===== config.mk =====
export PLATFORM = sky130hd
export DESIGN_NAME = zph_lcg
export DESIGN_NICKNAME = d
export VERILOG_FILES = /design/src/design/zph_pkg.sv /design/src/design/zph_lcg.sv
export SDC_FILE = /design/constraint.sdc
export NUM_CORES = 2
export LEC_CHECK = 0
export ABC_AREA = 1
export BUFFER_PORTS_ARGS = -buffer_cell sky130_fd_sc_hd__buf_2
export CAP_MARGIN = 20
export CORE_MARGIN = 2
export CORE_UTILIZATION = 55
export CTS_BUF_LIST = sky130_fd_sc_hd__clkbuf_4
export CTS_CLUSTER_SIZE = 24
export DETAILED_ROUTE_END_ITERATION = 6
export GPL_TIMING_DRIVEN = 0
export PLACE_DENSITY = 0.75
export SYNTH_ARGS = -nofsm -noshare
export SYNTH_HDL_FRONTEND = slang
export SYNTH_SLANG_ARGS = --single-unit

===== constraint.sdc =====
create_clock -name clk -period 10.1 [get_ports clk]
set_input_delay 1.01 -clock clk [delete_from_list [all_inputs] [get_ports clk]]
set_output_delay 1.01 -clock clk [all_outputs]
set_load 0.1 [all_outputs]

===== src/design/zph_pkg.sv =====
`timescale 1ns / 1ps
`default_nettype none

package zph_pkg;

    localparam int KEY_W = 64;
    localparam int HALF_W = KEY_W / 2;
    localparam int SQUARES = 64;
    localparam int SQ_W = $clog2(SQUARES);
    localparam int KIND_FIELD_W = 4;
    localparam int FLAGS_W = 8;
    localparam int CFG_IDX_W = 3;

    localparam int PIECE_KINDS_DEF = 12;
    localparam int CASTLE_RIGHTS_DEF = 4;

    // Generator constants: x' = x * LCG_MUL + LCG_ADD, modulo 2^64.
    localparam logic [KEY_W-1:0] LCG_MUL = 64'd8 * 64'd893636665409536 - 64'd3;
    localparam logic [KEY_W-1:0] LCG_ADD = 64'd4354685564936845319;
    localparam logic [HALF_W-1:0] LCG_MUL_LO = LCG_MUL[HALF_W-1:0];
    localparam logic [HALF_W-1:0] LCG_MUL_HI = LCG_MUL[KEY_W-1:HALF_W];

    // Phantom king flag positions inside rights_flags.
    localparam int FLAG_WK = 4;
    localparam int FLAG_WQ = 5;
    localparam int FLAG_BK = 6;
    localparam int FLAG_BQ = 7;

    localparam logic [KIND_FIELD_W-1:0] WHITE_KING_RESET = 4'd5;
    localparam logic [KIND_FIELD_W-1:0] BLACK_KING_RESET = 4'd11;

    typedef enum logic {
        OP_GEN  = 1'b0,
        OP_HASH = 1'b1
    } opcode_t;

    typedef enum logic [CFG_IDX_W-1:0] {
        REG_SEED       = 3'd0,
        REG_WK_KIND    = 3'd1,
        REG_BK_KIND    = 3'd2,
        REG_WK_MASK    = 3'd3,
        REG_WQ_MASK    = 3'd4,
        REG_BK_MASK    = 3'd5,
        REG_BQ_MASK    = 3'd6
    } cfg_reg_t;

    typedef struct packed {
        logic load;
        logic run;
    } lcg_ctrl_t;

endpackage

`default_nettype wire


===== src/design/zph_lcg.sv =====
`timescale 1ns / 1ps
`default_nettype none

module zph_lcg
    import zph_pkg::*;
(
    input  wire logic              clk,
    input  wire logic              rst_n,
    input  wire lcg_ctrl_t         ctrl,
    input  wire logic [KEY_W-1:0]  seed,
    output logic      [KEY_W-1:0]  key,
    output logic                   done
);

    // One 32x32 multiplier computes x * LCG_MUL from three partial products.
    typedef enum logic [1:0] {
        PH_LOW,
        PH_CROSS_A,
        PH_CROSS_B,
        PH_FINISH
    } phase_t;

    phase_t phase_reg;
    phase_t phase_next;
    logic   done_reg;
    logic   done_next;

    logic [KEY_W-1:0]  x_reg;
    logic [KEY_W-1:0]  acc_reg;
    logic [KEY_W-1:0]  prod_reg;
    logic [HALF_W-1:0] mul_a;
    logic [HALF_W-1:0] mul_b;
    logic [KEY_W-1:0]  mul_p;
    logic [KEY_W-1:0]  prod_shifted;

    always_comb
    begin
        case (phase_reg)
            PH_LOW:
            begin
                mul_a = x_reg[HALF_W-1:0];
                mul_b = LCG_MUL_LO;
            end
            PH_CROSS_A:
            begin
                mul_a = x_reg[KEY_W-1:HALF_W];
                mul_b = LCG_MUL_LO;
            end
            PH_CROSS_B:
            begin
                mul_a = x_reg[HALF_W-1:0];
                mul_b = LCG_MUL_HI;
            end
            default:
            begin
                mul_a = x_reg[HALF_W-1:0];
                mul_b = LCG_MUL_LO;
            end
        endcase
    end

    assign mul_p = KEY_W'(mul_a) * KEY_W'(mul_b);
    assign prod_shifted = {prod_reg[HALF_W-1:0], {HALF_W{1'b0}}};

    always_comb
    begin
        phase_next = phase_reg;
        done_next  = 1'b0;
        if (ctrl.load || !ctrl.run)
        begin
            phase_next = PH_LOW;
        end
        else
        begin
            case (phase_reg)
                PH_LOW:     phase_next = PH_CROSS_A;
                PH_CROSS_A: phase_next = PH_CROSS_B;
                PH_CROSS_B: phase_next = PH_FINISH;
                PH_FINISH:
                begin
                    phase_next = PH_LOW;
                    done_next  = 1'b1;
                end
                default:    phase_next = PH_LOW;
            endcase
        end
    end

    always_ff @(posedge clk or negedge rst_n)
    begin
        if (!rst_n)
        begin
            phase_reg <= PH_LOW;
            done_reg  <= 1'b0;
        end
        else
        begin
            phase_reg <= phase_next;
            done_reg  <= done_next;
        end
    end

    always_ff @(posedge clk)
    begin
        if (ctrl.load)
        begin
            x_reg <= seed;
        end
        else if (ctrl.run)
        begin
            case (phase_reg)
                PH_LOW:
                begin
                    prod_reg <= mul_p;
                end
                PH_CROSS_A:
                begin
                    acc_reg  <= prod_reg + LCG_ADD;
                    prod_reg <= mul_p;
                end
                PH_CROSS_B:
                begin
                    acc_reg  <= acc_reg + prod_shifted;
                    prod_reg <= mul_p;
                end
                PH_FINISH:
                begin
                    x_reg <= acc_reg + prod_shifted;
                end
                default:
                begin
                    prod_reg <= mul_p;
                end
            endcase
        end
    end

    assign key  = x_reg;
    assign done = done_reg;

endmodule

`default_nettype wire


# Yosys cells after proc, flatten, opt, wreduce, memory -nomap -nowiden
# Index checks and enable logic that the tools add are counted.
[classes]
addsub = 2
n_mul = 1
div = 0
n_lt_le_gt_ge = 0
eq_ne = 3
shift = 0
mux = 10
n_bitwise = 1
n_reduce_logical = 10
[op_table]
columns = ["cell", "count"]
rows = [
  ["$mux 64", 3],
  ["$pmux 64 s2", 1],
  ["$add 64x62->64 const B", 1],
  ["$add 64x64->64", 1],
  ["$mul 32x32->64", 1],
  ["$mux 32", 2],
  ["$pmux 2 s4", 1],
  ["$reduce_and 3->1", 2],
  ["$reduce_bool 2->1", 3],
  ["$eq 2x2->1 const B", 2],
  ["$reduce_or 3->1", 1],
  ["$eq 2x1->1 const B", 1],
  ["$logic_not 2->1", 1],
  ["$mux 1", 2],
  ["$mux 2", 1],
  ["$reduce_and 2->1", 1],
  ["$logic_not 1->1", 1],
  ["$logic_or 1x1->1", 1],
  ["$not 1->1", 1],
]
[word_totals]
regBits = 195
latch_bits = 0
mem_bits_rw = 0
mem_bits_ro = 0
input_bits = 68
n_memories = 0

# Logic depth before layout (Yosys ltp)
[logic_depth]
depth_word = 4
depth_mapped = 40
mapped_depth_nobuf = 38

# Least setup slack after synthesis
# OpenSTA, ideal clock, no wires.
[synth_timing]
path_kind = "flip-flop to flip-flop"
from = "register phase_reg[1]"
to = "register prod_reg[57], data pin"
arrival_ns = 8.393
t_required_ns = 9.848
slack_ns = 1.455
path_stages_with_launch = 33
period_less_slack_ns = 8.645
path_cell_list = "dfrtp_1 inv_1 ha_1 buf_6 buf_8 clkbuf_1 o21ai_0 inv_1 nor2_1 inv_1 fa_1 fa_1 inv_1 fa_1 inv_1 fa_1 inv_1 fa_1 fa_1 inv_1 fa_1 fa_1 inv_1 ha_1 nand2_1 nor2_1 inv_1 nor2_1 inv_1 nor4_1 nand2_1 nand3_1 nand2_1"
[synth_via]
elab_chain_cells = 3
elab_cells_between_ends = 5
[synth_lines]
columns = ["element", "line_no", "rtl"]
rows = [
  ["from (decl)", "zph_lcg.sv:23", "phase_t phase_reg;"],
  ["from (signal assigned)", "zph_lcg.sv:98", "phase_reg <= phase_next;"],
  ["$eq 2x1->1 / $eq 2x2->1 (equally long branches)", "zph_lcg.sv:38", "case (phase_reg)"],
  ["$mux 32", "zph_lcg.sv:38", ""],
  ["$mul 32x32->64 (*)", "zph_lcg.sv:62", "assign mul_p = KEY_W'(mul_a) * KEY_W'(mul_b);"],
  ["net mul_p[57]", "zph_lcg.sv:33", "logic [KEY_W-1:0] mul_p;"],
  ["to (signal assigned)", "zph_lcg.sv:114", "prod_reg <= mul_p;"],
  ["to (signal assigned)", "zph_lcg.sv:119", "prod_reg <= mul_p;"],
  ["to (signal assigned)", "zph_lcg.sv:124", "prod_reg <= mul_p;"],
  ["to (decl)", "zph_lcg.sv:30", "logic [KEY_W-1:0] prod_reg;"],
]
# The timed path passes the listed nets; every way through them passes the cells marked *.
# A chain may end at the register's enable or synchronous reset.

# Worst setup path after layout
[layout_timing]
from = "register phase_reg[0]"
to = "register prod_reg[57], data pin"
# Same word-level chain as after synthesis.

==> flow_metrics.env <==
export IMPL_ys_ff_latch=195
export IMPL_synth_cell_types=52
export IMPL_timing_hold_worst_class="input pin to async pin"
export IMPL_syn_instance_count=4906
export IMPL_most_common_library_cell_in_the_layout_ignoring_fill_and_taps="sky130_fd_sc_hd__inv_1"
export IMPL_detail_route_iter0_violations=3794
export IMPL_tightestPinTransition_ns=1.15
export IMPL_groute_usage_overall=0.383
export IMPL_port_buffers=132
export IMPL_syn2layout_area_growth_pct=6.72
export IMPL_maxSlewViolCount=0
export IMPL_critical_path_startpoint_type="register"
export IMPL_slew_headroom=0.225
export IMPL_antenna_violations_before_repair=6
export IMPL_cts_inserted_buffers=17
export IMPL_clkSinkCount=195
export IMPL_detail_route_drc_violations=4
export IMPL_place_congestion=0.998
export IMPL_placement_cell_area_sq_mm=0.0420
export IMPL_failed_checks="design-rule violations"
export IMPL_final_setup_viol_count=0
export IMPL_total_routed_wirelength_microns=139000
export IMPL_fp_dieArea_sq_mm=0.0745
export IMPL_pre_cts_ws_ns=-0.146
export IMPL_cap_viol_max_count=0
export IMPL_postRouteAntennaNets=0
export IMPL_clock_fmax_mhz=103
export IMPL_hold_viol=0
export IMPL_die_width_microns=273
export IMPL_ys_warnings_count=0
export IMPL_detailedPlacementHpwl_microns=125000
export IMPL_clk_transition_reported_paths_ns=0.20
export IMPL_drtPass1Iterations=7
export IMPL_final_cell_area_sq_mm=0.0424
export IMPL_path_class="register to register"
export IMPL_postSynth_asyncResetShare=0.0154
export IMPL_critPathMaxStageDelay_ns=0.63
export IMPL_worstSetupEndpointType="register"
export IMPL_finalWorstPathRequiredPeriod_ns=9.75
export IMPL_grt_max_degree=65
export IMPL_initial_utilization=0.556
export IMPL_timing_critical_path_arrival_ns=10.19
export IMPL_tritoncts="done"
export IMPL_synthesis_area_sq_mm=0.0398
export IMPL_final_nets=6195
export IMPL_ctsHoldBuffers=0
export IMPL_clock_tree_buffer_depth=2
export IMPL_clock_root_buffer="sky130_fd_sc_hd__clkbuf_4"
export IMPL_critical_path_peak_fanout=10
export IMPL_grt_first_pass_wirelength_microns=206000
export IMPL_top_level_ports=133
export IMPL_drt_vias_per_instance=5.47
export IMPL_coreArea_sq_mm=0.0715
export IMPL_outcome="finished with violations"
export IMPL_mappedNetlistNets=6011
export IMPL_die_height_microns=273
export IMPL_critPathMostFrequentCell="sky130_fd_sc_hd__fa_1"
export IMPL_final_cell_mix="sky130_fd_sc_hd__inv_1, sky130_fd_sc_hd__nand2_1, sky130_fd_sc_hd__fa_1, sky130_fd_sc_hd__nor2_1, sky130_fd_sc_hd__ha_1"
export IMPL_seq_area_frac_synth=0.147
export IMPL_via_count=33100
export IMPL_min_period_over_period=0.965
export IMPL_clock_tree_htree_level_count=4
export IMPL_core_rowCount=98
export IMPL_overflow=0
export IMPL_commonest_register_cell_after_synthesis="sky130_fd_sc_hd__edfxtp_1"
export IMPL_layout_drive_gt1_share=0.0662
export IMPL_skew_ns=0.0485
export IMPL_regToRegSetupSlack_ns=0.35
export IMPL_avgSynthCellArea_sq_um=8.11
export IMPL_setup_repair_after_global_routing_missed_its_margin="no"
export IMPL_crit_path_top_delay_cell="sky130_fd_sc_hd__fa_1"
export IMPL_first_global_vias=32200
export IMPL_wp_data_required_ns=10.54
export IMPL_worstSkewPairLatency_ns=0.68
export IMPL_routed_length_per_instance_microns=23.0
export IMPL_timing_final_ws_setup_ns=0.349
export IMPL_synth_enable_flop_cells=192
final cells by class:
type	count	area [sq um]
fill	6698	29000
buffer	44	231
clock inverter	15	181
clock buffer	17	128
antenna	4	10.0
timing repair buffer	167	1050
multi-input combinational	3378	29000
inverter	1287	4840
sequential	195	5840
tap	950	1190
per-layer routing:
| layer | track usage | vias up | wire, microns |
|---|---|---|---|
| met4 | 0.124 | 6 | 5290 |
| met1 | 0.557 | 16200 | 58900 |
| met3 | 0.0692 | 207 | 13500 |
| met2 | 0.582 | 1598 | 61600 |
| met5 | 0 | - | 36 |
| li1 | - | 15100 | - |
logic make-up (layout without fill, tap and decap cells):
| group | after synthesis | count (layout) | synth area share |
|---|---|---|---|
| AO/OA/AOI/OAI | 402 | 402 | 0.0577 |
| XOR/XNOR | 117 | 117 | 0.0267 |
| adder cells (fa/ha/maj) | 1037 | 1037 | 0.454 |
| buffers and inverters | 1333 | 1530 | 0.127 |
| flip-flops | 195 | 195 | 0.147 |
| other | 0 | 4 | 0 |
| AND/OR/NAND/NOR | 1822 | 1822 | 0.187 |
path summary, 6_finish.rpt:
kind                               from            to  cells past startpoint
min reg2reg                 acc_reg[22]       key[22]                      2
min                               rst_n  phase_reg[0]                      1
min in group clk            acc_reg[22]       key[22]                      2
max in group asynchronous         rst_n  phase_reg[1]                      1
max                        phase_reg[0]  prod_reg[57]                     29
max reg2reg                phase_reg[0]  prod_reg[57]                     29
stage by stage:
stage / util / instances / hold WS (ns) / setup TNS, ns
final: 0.594 / 6057 / 0.0817 / 0
after floorplan: - / 4906 / 0.487 / 0
after global routing: 0.594 / 6054 / 0.0591 / 0
after global placement: 0.582 / 5988 / 0.494 / -63.57
after detailed placement: 0.587 / 6015 / 0.498 / -0.564
after CTS: 0.592 / 6047 / 0.0570 / 0
worst max-delay path: cells and delay by family, from the launching register on:
kind,cells,cell delay (ns)
adder cells (fa/ha/maj),10,5.08
buffers and inverters,9,2.45
AO/OA/AOI/OAI,4,0.91
flip-flops,1,0.45
AND/OR/NAND/NOR,6,0.59
cells in the mapped netlist (all sizes together), types with 11 or more instances:
| master | number | area share |
|---|---|---|
| inv | 1286 | 0.12 |
| nand2 | 1126 | 0.11 |
| fa | 678 | 0.34 |
| nor2 | 406 | 0.041 |
| ha | 359 | 0.11 |
| nand3 | 194 | 0.024 |
| edfxtp | 192 | 0.14 |
| a21oi | 174 | 0.022 |
| o21ai | 163 | 0.023 |
| xor2 | 91 | 0.021 |
| nor3 | 34 | 0.0043 |
| o21bai | 30 | 0.0059 |
| xnor2 | 26 | 0.0061 |
| clkbuf | 24 | 0.0023 |
| or2 | 24 | 0.0038 |
| buf | 22 | 0.0036 |
| nand4 | 15 | 0.0024 |
| nand3b | 14 | 0.0026 |
| a21o | 11 | 0.0021 |
repair_timing:
action | CTS | global route
hold endpoints to repair | 0 | 0
buffers inserted | 0 | 8
gates cloned | 0 | 0
pin swaps | 0 | 1
setup endpoints to repair | 17 | 34
resized for setup | 8 | 13
Power is not shown: default switching activity piles up to over one toggle a cycle in this logic, so the estimate is an artifact.
